===== src/design/slid_pkg.sv =====
package slid_pkg;

	// default list depth
	localparam int CAPACITY_DEF = 8;

	// fixed field widths
	localparam int VAL_W    = 32;
	localparam int STATUS_W = 2;
	localparam int POS_W    = 3;
	localparam int CNT_W    = 4;

	// request opcodes
	localparam logic OP_INSERT = 1'b0;
	localparam logic OP_REMOVE = 1'b1;

	// result status codes
	typedef enum logic [STATUS_W-1:0] {
		ST_DONE    = 2'd0,
		ST_FULL    = 2'd1,
		ST_MISSING = 2'd2,
		ST_EMPTY   = 2'd3
	} status_t;

	// one result as it sits in the output buffer
	typedef struct packed {
		status_t             status;
		logic [POS_W-1:0]    position;
		logic [CNT_W-1:0]    entry_count;
	} result_t;

	// update command broadcast to every cell
	typedef struct packed {
		logic ins;
		logic rem;
	} cell_ctl_t;

endpackage


===== src/design/slid_cell.sv =====
module slid_cell
	import slid_pkg::*;
(
	input  logic                    clk,
	input  cell_ctl_t               ctl,
	input  logic signed [VAL_W-1:0] item,
	input  logic                    occupied,
	input  logic                    lt_left,
	input  logic signed [VAL_W-1:0] left_val,
	input  logic signed [VAL_W-1:0] right_val,
	output logic                    lt,
	output logic                    eq,
	output logic signed [VAL_W-1:0] value
);

	logic signed [VAL_W-1:0] value_q;

	// local compare against the broadcast value
	assign lt    = occupied && (value_q < item);
	assign eq    = occupied && (value_q == item);
	assign value = value_q;

	// insert: cells at or past the insertion point take the item or shift up
	// remove: cells at or past the removal point take their right neighbor
	always_ff @(posedge clk) begin
		if (ctl.ins && !lt) begin
			value_q <= lt_left ? item : left_val;
		end else if (ctl.rem && !lt) begin
			value_q <= right_val;
		end
	end

endmodule


===== src/design/slid_rbuf.sv =====
module slid_rbuf
	import slid_pkg::*;
(
	input  logic    clk,
	input  logic    arst_n,
	input  logic    push,
	input  result_t push_data,
	output logic    full,
	output logic    out_valid,
	input  logic    out_stall,
	output result_t out_data
);

	result_t head_q;
	result_t spare_q;
	logic    head_vld_q;
	logic    spare_vld_q;
	logic    pop;

	assign pop       = head_vld_q && !out_stall;
	assign full      = spare_vld_q;
	assign out_valid = head_vld_q;
	assign out_data  = head_q;

	// occupancy flags
	always_ff @(posedge clk or negedge arst_n) begin
		if (!arst_n) begin
			head_vld_q  <= 1'b0;
			spare_vld_q <= 1'b0;
		end else if (pop) begin
			head_vld_q  <= spare_vld_q || push;
			spare_vld_q <= 1'b0;
		end else if (push) begin
			if (head_vld_q) begin
				spare_vld_q <= 1'b1;
			end else begin
				head_vld_q <= 1'b1;
			end
		end
	end

	// result payload
	always_ff @(posedge clk) begin
		if (pop) begin
			head_q <= spare_vld_q ? spare_q : push_data;
		end else if (push) begin
			if (head_vld_q) begin
				spare_q <= push_data;
			end else begin
				head_q <= push_data;
			end
		end
	end

endmodule


===== src/design/sorted_list_insert_delete.sv =====
// sorted list of signed values kept in a row of compare-and-shift cells
// each result is registered into a two-entry result buffer when its request is taken
// throughput: one request per cycle while req_stall is low; every cell compares and shifts at once
// a two-entry result buffer lets one result wait while the next request is taken
// reset clears the entry count and the result buffer; cell values are not cleared
module sorted_list_insert_delete
	import slid_pkg::*;
#(
	parameter int CAPACITY = CAPACITY_DEF
) (
	input  logic                     clk,
	input  logic                     arst_n,
	input  logic                     req_valid,
	output logic                     req_stall,
	input  logic                     opcode,
	input  logic signed [VAL_W-1:0]  item_value,
	output logic                     res_valid,
	input  logic                     res_stall,
	output logic [STATUS_W-1:0]      status,
	output logic [POS_W-1:0]         position,
	output logic [CNT_W-1:0]         entry_count
);

	localparam int IDX_W  = (CAPACITY > 1) ? $clog2(CAPACITY) : 1;
	localparam int CNTI_W = $clog2(CAPACITY + 1);

	logic [CNTI_W-1:0]       count_q;
	logic [CNTI_W-1:0]       count_nxt;
	logic                    accept;
	logic                    is_full;
	logic                    is_empty;
	logic                    found;
	logic [CAPACITY-1:0]     lt_vec;
	logic [CAPACITY-1:0]     eq_vec;
	logic [CAPACITY-1:0]     bnd_vec;
	logic [CAPACITY-1:0]     lt_left_vec;
	logic [CAPACITY-1:0]     occ_vec;
	logic signed [VAL_W-1:0] cell_val [CAPACITY];
	logic [IDX_W-1:0]        pos_idx;
	cell_ctl_t               ctl;
	result_t                 res_d;
	result_t                 res_out;
	logic                    buf_full;

	assign req_stall = buf_full;
	assign accept    = req_valid && !req_stall;
	assign is_full   = (count_q == CNTI_W'(CAPACITY));
	assign is_empty  = (count_q == '0);

	// occupancy flags
	always_comb begin
		for (int i = 0; i < CAPACITY; i++) begin
			occ_vec[i] = (CNTI_W'(i) < count_q);
		end
	end

	// neighbor compare flags
	always_comb begin
		for (int i = 0; i < CAPACITY; i++) begin
			lt_left_vec[i] = (i == 0) ? 1'b1 : lt_vec[(i == 0) ? 0 : i - 1];
			bnd_vec[i]     = !lt_vec[i] && lt_left_vec[i];
		end
	end

	// position of the first entry not less than the item
	always_comb begin
		pos_idx = '0;
		for (int i = 0; i < CAPACITY; i++) begin
			if (bnd_vec[i]) begin
				pos_idx = pos_idx | IDX_W'(i);
			end
		end
	end

	assign found   = |(eq_vec & bnd_vec);
	assign ctl.ins = accept && (opcode == OP_INSERT) && !is_full;
	assign ctl.rem = accept && (opcode == OP_REMOVE) && found;

	// cell row
	for (genvar g = 0; g < CAPACITY; g++) begin : g_cell
		logic signed [VAL_W-1:0] left_v;
		logic signed [VAL_W-1:0] right_v;

		if (g == 0) begin : g_first
			assign left_v = item_value;
		end else begin : g_mid
			assign left_v = cell_val[g-1];
		end
		if (g == CAPACITY - 1) begin : g_last
			assign right_v = cell_val[g];
		end else begin : g_inner
			assign right_v = cell_val[g+1];
		end

		slid_cell u_cell (
			.clk       (clk),
			.ctl       (ctl),
			.item      (item_value),
			.occupied  (occ_vec[g]),
			.lt_left   (lt_left_vec[g]),
			.left_val  (left_v),
			.right_val (right_v),
			.lt        (lt_vec[g]),
			.eq        (eq_vec[g]),
			.value     (cell_val[g])
		);
	end

	// status and next count
	always_comb begin
		count_nxt       = count_q;
		res_d.status    = ST_DONE;
		res_d.position  = POS_W'(pos_idx);
		if (opcode == OP_INSERT) begin
			if (is_full) begin
				res_d.status   = ST_FULL;
				res_d.position = '0;
			end else begin
				count_nxt = count_q + CNTI_W'(1);
			end
		end else if (is_empty) begin
			res_d.status   = ST_EMPTY;
			res_d.position = '0;
		end else if (!found) begin
			res_d.status   = ST_MISSING;
			res_d.position = '0;
		end else begin
			count_nxt = count_q - CNTI_W'(1);
		end
		res_d.entry_count = CNT_W'(count_nxt);
	end

	// entry count
	always_ff @(posedge clk or negedge arst_n) begin
		if (!arst_n) begin
			count_q <= '0;
		end else if (accept) begin
			count_q <= count_nxt;
		end
	end

	slid_rbuf u_rbuf (
		.clk       (clk),
		.arst_n    (arst_n),
		.push      (accept),
		.push_data (res_d),
		.full      (buf_full),
		.out_valid (res_valid),
		.out_stall (res_stall),
		.out_data  (res_out)
	);

	assign status      = res_out.status;
	assign position    = res_out.position;
	assign entry_count = res_out.entry_count;

`ifndef SYNTHESIS
	// count stays within the list depth
	a_count_range: assert property (@(posedge clk) disable iff (!arst_n)
		count_q <= CNTI_W'(CAPACITY))
		else $error("entry count beyond capacity");

	// held entries stay sorted: the less-than flags form a prefix
	a_sorted: assert property (@(posedge clk) disable iff (!arst_n)
		(lt_vec & (lt_vec + CAPACITY'(1))) == '0)
		else $error("less-than flags not a prefix");

	// an insert into a list with room grows it by one
	a_insert_grows: assert property (@(posedge clk) disable iff (!arst_n)
		accept && (opcode == OP_INSERT) && !is_full
		|=> count_q == $past(count_q) + CNTI_W'(1))
		else $error("insert did not grow the list");

	// requests are held back only while a result is waiting
	a_stall_has_result: assert property (@(posedge clk) disable iff (!arst_n)
		req_stall |-> res_valid)
		else $error("request stalled with no result pending");
`endif

endmodule


===== config.mk =====
export PLATFORM = sky130hd
export DESIGN_NAME = sorted_list_insert_delete
export DESIGN_NICKNAME = d
export VERILOG_FILES = /design/src/design/slid_pkg.sv /design/src/design/slid_cell.sv /design/src/design/slid_rbuf.sv /design/src/design/sorted_list_insert_delete.sv
export SDC_FILE = /design/constraint.sdc
export NUM_CORES = 1
export LEC_CHECK = 0
export BUFFER_PORTS_ARGS = -buffer_cell sky130_fd_sc_hd__buf_2
export CELL_PAD_IN_SITES_DETAIL_PLACEMENT = 1
export CELL_PAD_IN_SITES_GLOBAL_PLACEMENT = 1
export CORE_ASPECT_RATIO = 0.9
export CORE_MARGIN = 5
export CORE_UTILIZATION = 55
export CTS_CLUSTER_DIAMETER = 200
export DETAILED_ROUTE_END_ITERATION = 8
export PLACE_DENSITY_LB_ADDON = 0.1
export SLEW_MARGIN = 5
export SYNTH_ARGS = -nofsm -noshare
export SYNTH_HDL_FRONTEND = slang
export SYNTH_SLANG_ARGS = --single-unit
export TNS_END_PERCENT = 50

===== constraint.sdc =====
create_clock -name clk -period 8.55 [get_ports clk]
set_clock_uncertainty 0.05 [all_clocks]
set_input_delay 1.71 -clock clk [delete_from_list [all_inputs] [get_ports clk]]
set_output_delay 1.71 -clock clk [all_outputs]
set_load 0.005 [all_outputs]

### Word-level counts from Yosys, hierarchy flattened

Index checks and enable logic that the tools add are counted.

| word-level totals | value |
|---|---|
| word-level logic and storage cells | 163 |
| bits in registers | 280 |
| input port bits | 37 |

| operators by class | value |
|---|---|
| magnitude comparators | 16 |
| bitwise operators | 3 |
| add/sub/neg operators | 2 |
| reductions and logical operators | 70 |
| equality and inequality tests | 10 |
| muxes and demuxes | 45 |

Operator list:

| cell | number |
|---|---|
| 32-bit two-way mux | 21 |
| 32-bit == test | 8 |
| 32-bit < comparator | 8 |
| 1-bit logical AND | 44 |
| 9-bit two-way mux | 4 |
| 4-bit two-way mux | 5 |
| 2-bit nonzero test | 9 |
| 3-bit by 4-bit < comparator with 1-bit output, first input constant | 4 |
| 5-bit two-way mux | 3 |
| 3-bit two-way mux | 4 |
| 1-bit logical NOT | 11 |
| 8-bit AND | 1 |
| 1-bit by 4-bit < comparator with 1-bit output, first input constant | 2 |
| 2-bit by 4-bit < comparator with 1-bit output, first input constant | 2 |
| 8-bit OR reduction | 1 |
| 1-bit two-way mux | 6 |
| 4-bit by 1-bit adder with 4-bit output, second input constant | 1 |
| 4-bit == test, second input constant | 1 |
| 4-bit logical NOT | 1 |
| 2-bit two-way mux | 2 |
| 2-bit AND reduction | 2 |
| 4-bit by 1-bit subtractor with 4-bit output, second input constant | 1 |
| 3-bit AND reduction | 1 |
| 2-bit != test, second input constant | 1 |
| other kinds (2) | 3 |

### Longest topological paths before layout

| logic depth | value |
|---|---|
| word-level depth | 17 |
| gate-level depth with buffers | 13 |

### Cells and area by module

Synthesis repeated with hierarchy kept, for this count alone.

| unflattened totals | value |
|---|---|
| cells, all modules | 1944 |
| area total of the unflattened synthesis | 22146.2 um^2 |

By module, submodules not included:

| module | cells each | times used | area an instance (um^2) | seq. area each (um^2) |
|---|---|---|---|---|
| slid_cell | 226 | 8 | 2585.0 | 960.9 |
| slid_rbuf | 38 | 1 | 755.7 | 590.6 |
| sorted_list_insert_delete | 98 | 1 | 710.7 | 100.1 |

### Least setup slack after synthesis

Ideal clock, no wire load.

| timing path | value |
|---|---|
| kind | input to register |
| start | in item_value[14] |
| end | reg g_cell[0].u_cell.value_q[0] (enable) |
| buffers on the path | 1 |
| data required time | 8.079 ns |
| arrival | 5.836 ns |
| cell stages on the path | 13 |
| slack | 2.243 ns |
| cells stage by stage | inv_1 > ha_1 > a21oi_1 > nand2_1 > a221o_1 > o31a_1 > or4_1 > a221oi_2 > a2111oi_4 > and3_1 > buf_6 > nand3b_4 > nor2_1 |

| between the ends | value |
|---|---|
| cells in the longest elaborated chain, start to end | 9 |
| elaborated cells on any way between the ends | 53 |
| those cells by class | order compare (8); eq/ne (8); bitwise (1); reduce/logical (36) |

RTL lines:

| what | RTL line | RTL |
|---|---|---|
| start, declared | sorted_list_insert_delete.sv:16 | `input logic signed [VAL_W-1:0] item_value,` |
| 32-bit < comparator | slid_cell.sv:19 | `assign lt = occupied && (value_q < item);` |
| 1-bit logical AND | slid_cell.sv:19 |  |
| 1-bit logical NOT | sorted_list_insert_delete.sv:61 | `bnd_vec[i] = !lt_vec[i] && lt_left_vec[i];` |
| 1-bit logical AND | sorted_list_insert_delete.sv:61 |  |
| 8-bit AND | sorted_list_insert_delete.sv:75 | `assign found = \|(eq_vec & bnd_vec);` |
| 8-bit OR reduction | sorted_list_insert_delete.sv:75 |  |
| 1-bit logical AND | sorted_list_insert_delete.sv:77 | `assign ctl.rem = accept && (opcode == OP_REMOVE) && found;` |
| 1-bit logical AND | slid_cell.sv:28 | `end else if (ctl.rem && !lt) begin` |
| 2-bit nonzero test (no line) (*) | - |  |
| end signal, assigned | slid_cell.sv:27 | `value_q <= lt_left ? item : left_val;` |
| end signal, assigned | slid_cell.sv:29 | `value_q <= right_val;` |
| end, declared | slid_cell.sv:16 | `logic signed [VAL_W-1:0] value_q;` |

Mark *: on every way between the ends. The rest lies on a longest branch, timed or not.
A chain may end at the register's enable or synchronous reset.

### Worst setup path after layout

| timing path | value |
|---|---|
| start | in item_value[13] |
| end | reg g_cell[2].u_cell.value_q[26] (enable) |

| between the ends | value |
|---|---|
| cells in the longest elaborated chain, start to end | 9 |
| elaborated cells on any way between the ends | 53 |
| those cells by class | order compare (8); eq/ne (8); bitwise (1); reduce/logical (36) |

RTL lines:

| what | RTL line |
|---|---|
| 32-bit < comparator | slid_cell.sv:19 |
| 1-bit logical AND | slid_cell.sv:19 |
| 1-bit logical NOT, on equally long branches | sorted_list_insert_delete.sv:61, slid_cell.sv:26, slid_cell.sv:28 |
| 1-bit logical AND | sorted_list_insert_delete.sv:61 |
| 8-bit AND | sorted_list_insert_delete.sv:75 |
| 8-bit OR reduction | sorted_list_insert_delete.sv:75 |
| 1-bit logical AND | sorted_list_insert_delete.sv:77 |
| 1-bit logical AND | slid_cell.sv:28 |
| 2-bit nonzero test (no line) (*) | - |
| end signal, assigned | slid_cell.sv:27 |
| end signal, assigned | slid_cell.sv:29 |
| end, declared | slid_cell.sv:16 |

Marked as above.

==> impl_results.md <==
- Status: complete, no violations
- Critical Path Fanout Max: 19
- Post-synthesis compound-gate area fraction: 14.6%
- Hold Vio Cnt, Final: 0
- Min-Delay Path Class: flip-flop to flip-flop
- Synth top area share: a little over two fifths
- Headroom to the max-slew limit: 16.7%
- Combinational Power Share: a little over a third
- Top post-synthesis cells by area: edfxtp_1, ha_1, a21oi_1
- Num Clock Sinks: 280
- Row count: 65
- Area growth, synth to finish: 10.1%
- Largest area contributor in the netlist: edfxtp_1
- Root Buffer: clkbuf_16
- CTS H-tree lvls: 2
- Cell Area, Synth: 19700 um^2
- Die Footprint: 39600 um^2
- Final net count: 2249
- Max VDD drop: 0.155 mV
- Initial Util: about 56%
- Critical Path Source Type: input pin
- Sw power: 2.04 mW
- Deepest clock path buffer count: 3
- R2R depth: 11
- Synth warn: 0
- Mapped Avg Cell Area: a little over 10 um^2
- Vias in the first global route: ~18000
- Fillers: ~3800
- Fin crit share: 77.3%
- Hold Crit Start: u_rbuf.spare_q[7]$_DFFE_PP_
- # IOs: 48
- Cells after Synth: between 1500 and 2000
- Adder-Cell Fraction of Synth Area: 16.5%
- Min cycle time layout: 6.61 ns
- Wirelength, routed: 68700 um
- DR pass1 iterations: 6
- Post-synthesis mux area share: between 10% and 20%
- Share of cells above drive strength 1: roughly 11%
- Worst Hold End: u_rbuf.out_data[7]$_DFFE_PP_
- Global-route usage over all layers: 34.1%
- Post-CTS Hold Fix Bufs: 0
- # port buffers: 47
- Flop pwr share: 37.3%
- Sequential area share after synthesis: between 40 and 50%
- #FFs+latches synth: 280
- EDFF count, synth: 274
- Synth Area in XOR/XNOR: less than 1%
- Final setup viols: 0
- Routed length per instance: 28.1 um
- Iter 0 DRT Violations: 1631
- Largest net degree at the start of global routing: 65
- ANT nets after route: 0
- Vias per cell: slightly below 7
- Leakage: 8.59 nW
- CP required: 8.70 ns
- Sw Share: 37.8%
- Slack of the critical path: roughly 2 ns
- Fmax: 151 MHz
- Total grt overflow: 0
- RD Place Congestion: between 0.9 and 1
- Setup TNS: 0 ns
- Hpwl dp: 48800 um
- Worst slew pin tran: roughly 1.2 ns
- Via count: 16500
- Core ar.: 35200 um^2
- Reg-to-reg setup timing slack: just over 3 ns
- RSZ-0062 raised after global routing: no
- Synth Flop Type: edfxtp_1
- DRC Markers: 0
- Largest family of logic cells by synthesized area: adder cells
- Multi-input gate area: 10900 um^2
- Worst Setup End Kind: flip-flop
- Clock transition at the registers of the reported paths: 0.06 ns
- Die outline width: 209 um
- Worst slack, placed: 1.50 ns
- Fraction of registers with async set/reset: 2.14%
- CTS tree: yes
- Register area: 8380 um^2
- Post-CTS Resized: 0
- Yosys cell types: 74
- Setup bufs post-CTS: 0
- Initial antenna violation count: 3
- Fin. max-slew vios: 0
- Reg-to-reg endpoint: g_cell[2].u_cell.value[26]$_DFFE_PP_
- Syn_nets: 2220
- Simple-gate share of the synthesized area: 13.1%
- CTS Buf Count: 34
- Chip height: 189 um
- Later-pin clock latency in the skew report: between 0.5 and 0.6 ns
- Clk pwr share: 27.0%
- Int Pwr: between 3 and 4 mW
- Kind of critical path: input pin to flip-flop
- First-pass GRT wire length: 105000 um
- PwrDens: 249 nW/um^2
- Worst hold path cell count: 2
- Worst EP arrival: 6.75 ns
- Reg2reg start: g_cell[7].u_cell.value[14]$_DFFE_PP_
- Max_cap viols: 0
[worst max-delay path by stage]
stage                         from                                   end  slack, ns  cells after the start
floorplan           item_value[14]   g_cell[0].u_cell.value[0]$_DFFE_PP_       2.24                     13
global route        item_value[13]  g_cell[2].u_cell.value[28]$_DFFE_PP_       1.74                     13
finish              item_value[13]  g_cell[2].u_cell.value[26]$_DFFE_PP_       1.94                     13
detailed placement   item_value[1]  g_cell[2].u_cell.value[28]$_DFFE_PP_       1.50                     14
global placement    item_value[14]  g_cell[2].u_cell.value[28]$_DFFE_PP_       1.71                     13
CTS                  item_value[1]  g_cell[2].u_cell.value[28]$_DFFE_PP_       2.03                     14
[Yosys cell counts, types with 3 or more instances]
master,number
a21oi_1,356
nor2_1,313
edfxtp_1,274
ha_1,259
mux2i_1,132
nand2_1,74
mux2_2,62
clkbuf_1,60
inv_1,49
nand4_1,42
o21ai_0,34
nand3_1,30
a21o_1,25
nor2b_1,15
nor3_1,15
buf_2,13
and4_1,12
nor4_1,12
a221o_1,8
a221oi_1,8
o21a_1,8
o211ai_1,7
a21boi_0,6
dfrtp_1,6
nand2b_1,6
xnor2_1,6
a211oi_1,5
buf_1,5
o21ai_1,4
o31ai_1,4
or2_2,4
or3_1,4
or4_1,4
a2111oi_0,3
and3_1,3
nand4b_1,3
nor3b_1,3
o31a_1,3
[power groups by stage]
stage          combinational, mW  sequential [mW]  clock, mW
3_3_place_gp                1.77             2.02          0
4_1_cts                     1.90             2.01       1.46
6_report                    1.93             2.01       1.46
2_1_floorplan               1.26             1.95          0
3_5_place_dp                1.87             2.03          0
5_1_grt                     2.08             2.03       1.53
[per-layer routing]
layer  routed length, um  GRT usage, %  vias to the layer above
met3                5180          5.95                      216
met5                  22             0                        -
met2               31700          55.9                      737
met4                3410          15.1                        4
met1               28300          44.7                     8180
li1                    -             -                     7345
[sequential cells by signal (all words and copies together), names as in the netlist]
register	count
u_rbuf.out_data	9
u_rbuf.spare_q	9
u_rbuf.full	1
u_rbuf.out_valid	1
count_q	4
g_cell.u_cell.value	256
[cell families after synthesis]
group                      Yosys count
muxes                              194
buffers and inverters              128
DFF                                280
adders and majority gates          259
xor gates and xnor gates             7
and+or+nand+nor                    558
AOI/OAI and AO/OA                  498
[final cells by class]
| cell class | instances | share of cell area (%) |
|---|---|---|
| diodes | 1 | 0.0116 |
| clock buffers | 44 | 4.25 |
| clock inverters | 17 | 0.763 |
| inverters | 49 | 0.850 |
| multi-input cells | 1516 | 50.5 |
| flip-flops and latches | 280 | 38.7 |
| well taps | 469 | 2.71 |
| repair buffers | 72 | 2.24 |
[cells in the final DEF, fill, tap and decap left out, drive strengths merged, types with 4 or more instances in the layout]
| master | count |
|---|---|
| nor2b | 16 |
| a21oi | 356 |
| a2111oi | 4 |
| nor4 | 13 |
| ha | 259 |
| nor2 | 315 |
| nor3 | 15 |
| xnor2 | 7 |
| nand4 | 42 |
| mux2 | 62 |
| nand3 | 30 |
| or4 | 4 |
| o31ai | 4 |
| a211oi | 6 |
| o211ai | 7 |
| mux2i | 132 |
| clkinv | 10 |
| o21a | 8 |
| buf | 72 |
| edfxtp | 274 |
| dfrtp | 6 |
| or3 | 4 |
| a221oi | 9 |
| o21ai | 40 |
| a21o | 25 |
| inv | 51 |
| a221o | 8 |
| nand2 | 76 |
| a21boi | 6 |
| or2 | 4 |
| nand2b | 6 |
| and4 | 12 |
| clkbuf | 44 |
[through the flow]
step | power (mW) | instances | hold WS, ns | area [um^2] | util (%)
global route | 5.64 | 2448 | 0.509 | 21600 | 61.5
detailed placement | 3.91 | 2386 | 0.449 | 20600 | 58.4
CTS | 5.37 | 2447 | 0.472 | 21600 | 61.5
finish | 5.39 | 2448 | 0.472 | 21600 | 61.5
global placement | 3.79 | 2386 | 0.447 | 20600 | 58.4
floorplan | 3.21 | 1924 | 0.434 | 19700 | -
[critical path, stage by stage]
cell and delay, ns:
buf_2 0.15, inv_1 0.20, ha_1 0.38, nand4_1 0.38, a2111oi_0 1.09, nor4_1 0.31
o221a_2 0.38, o32a_1 0.38, o221a_2 0.17, and3_1 0.26, nand3b_4 0.33, nor2_4 0.55
buf_4 0.43
No activity file was read; power rests on OpenSTA's default activity.
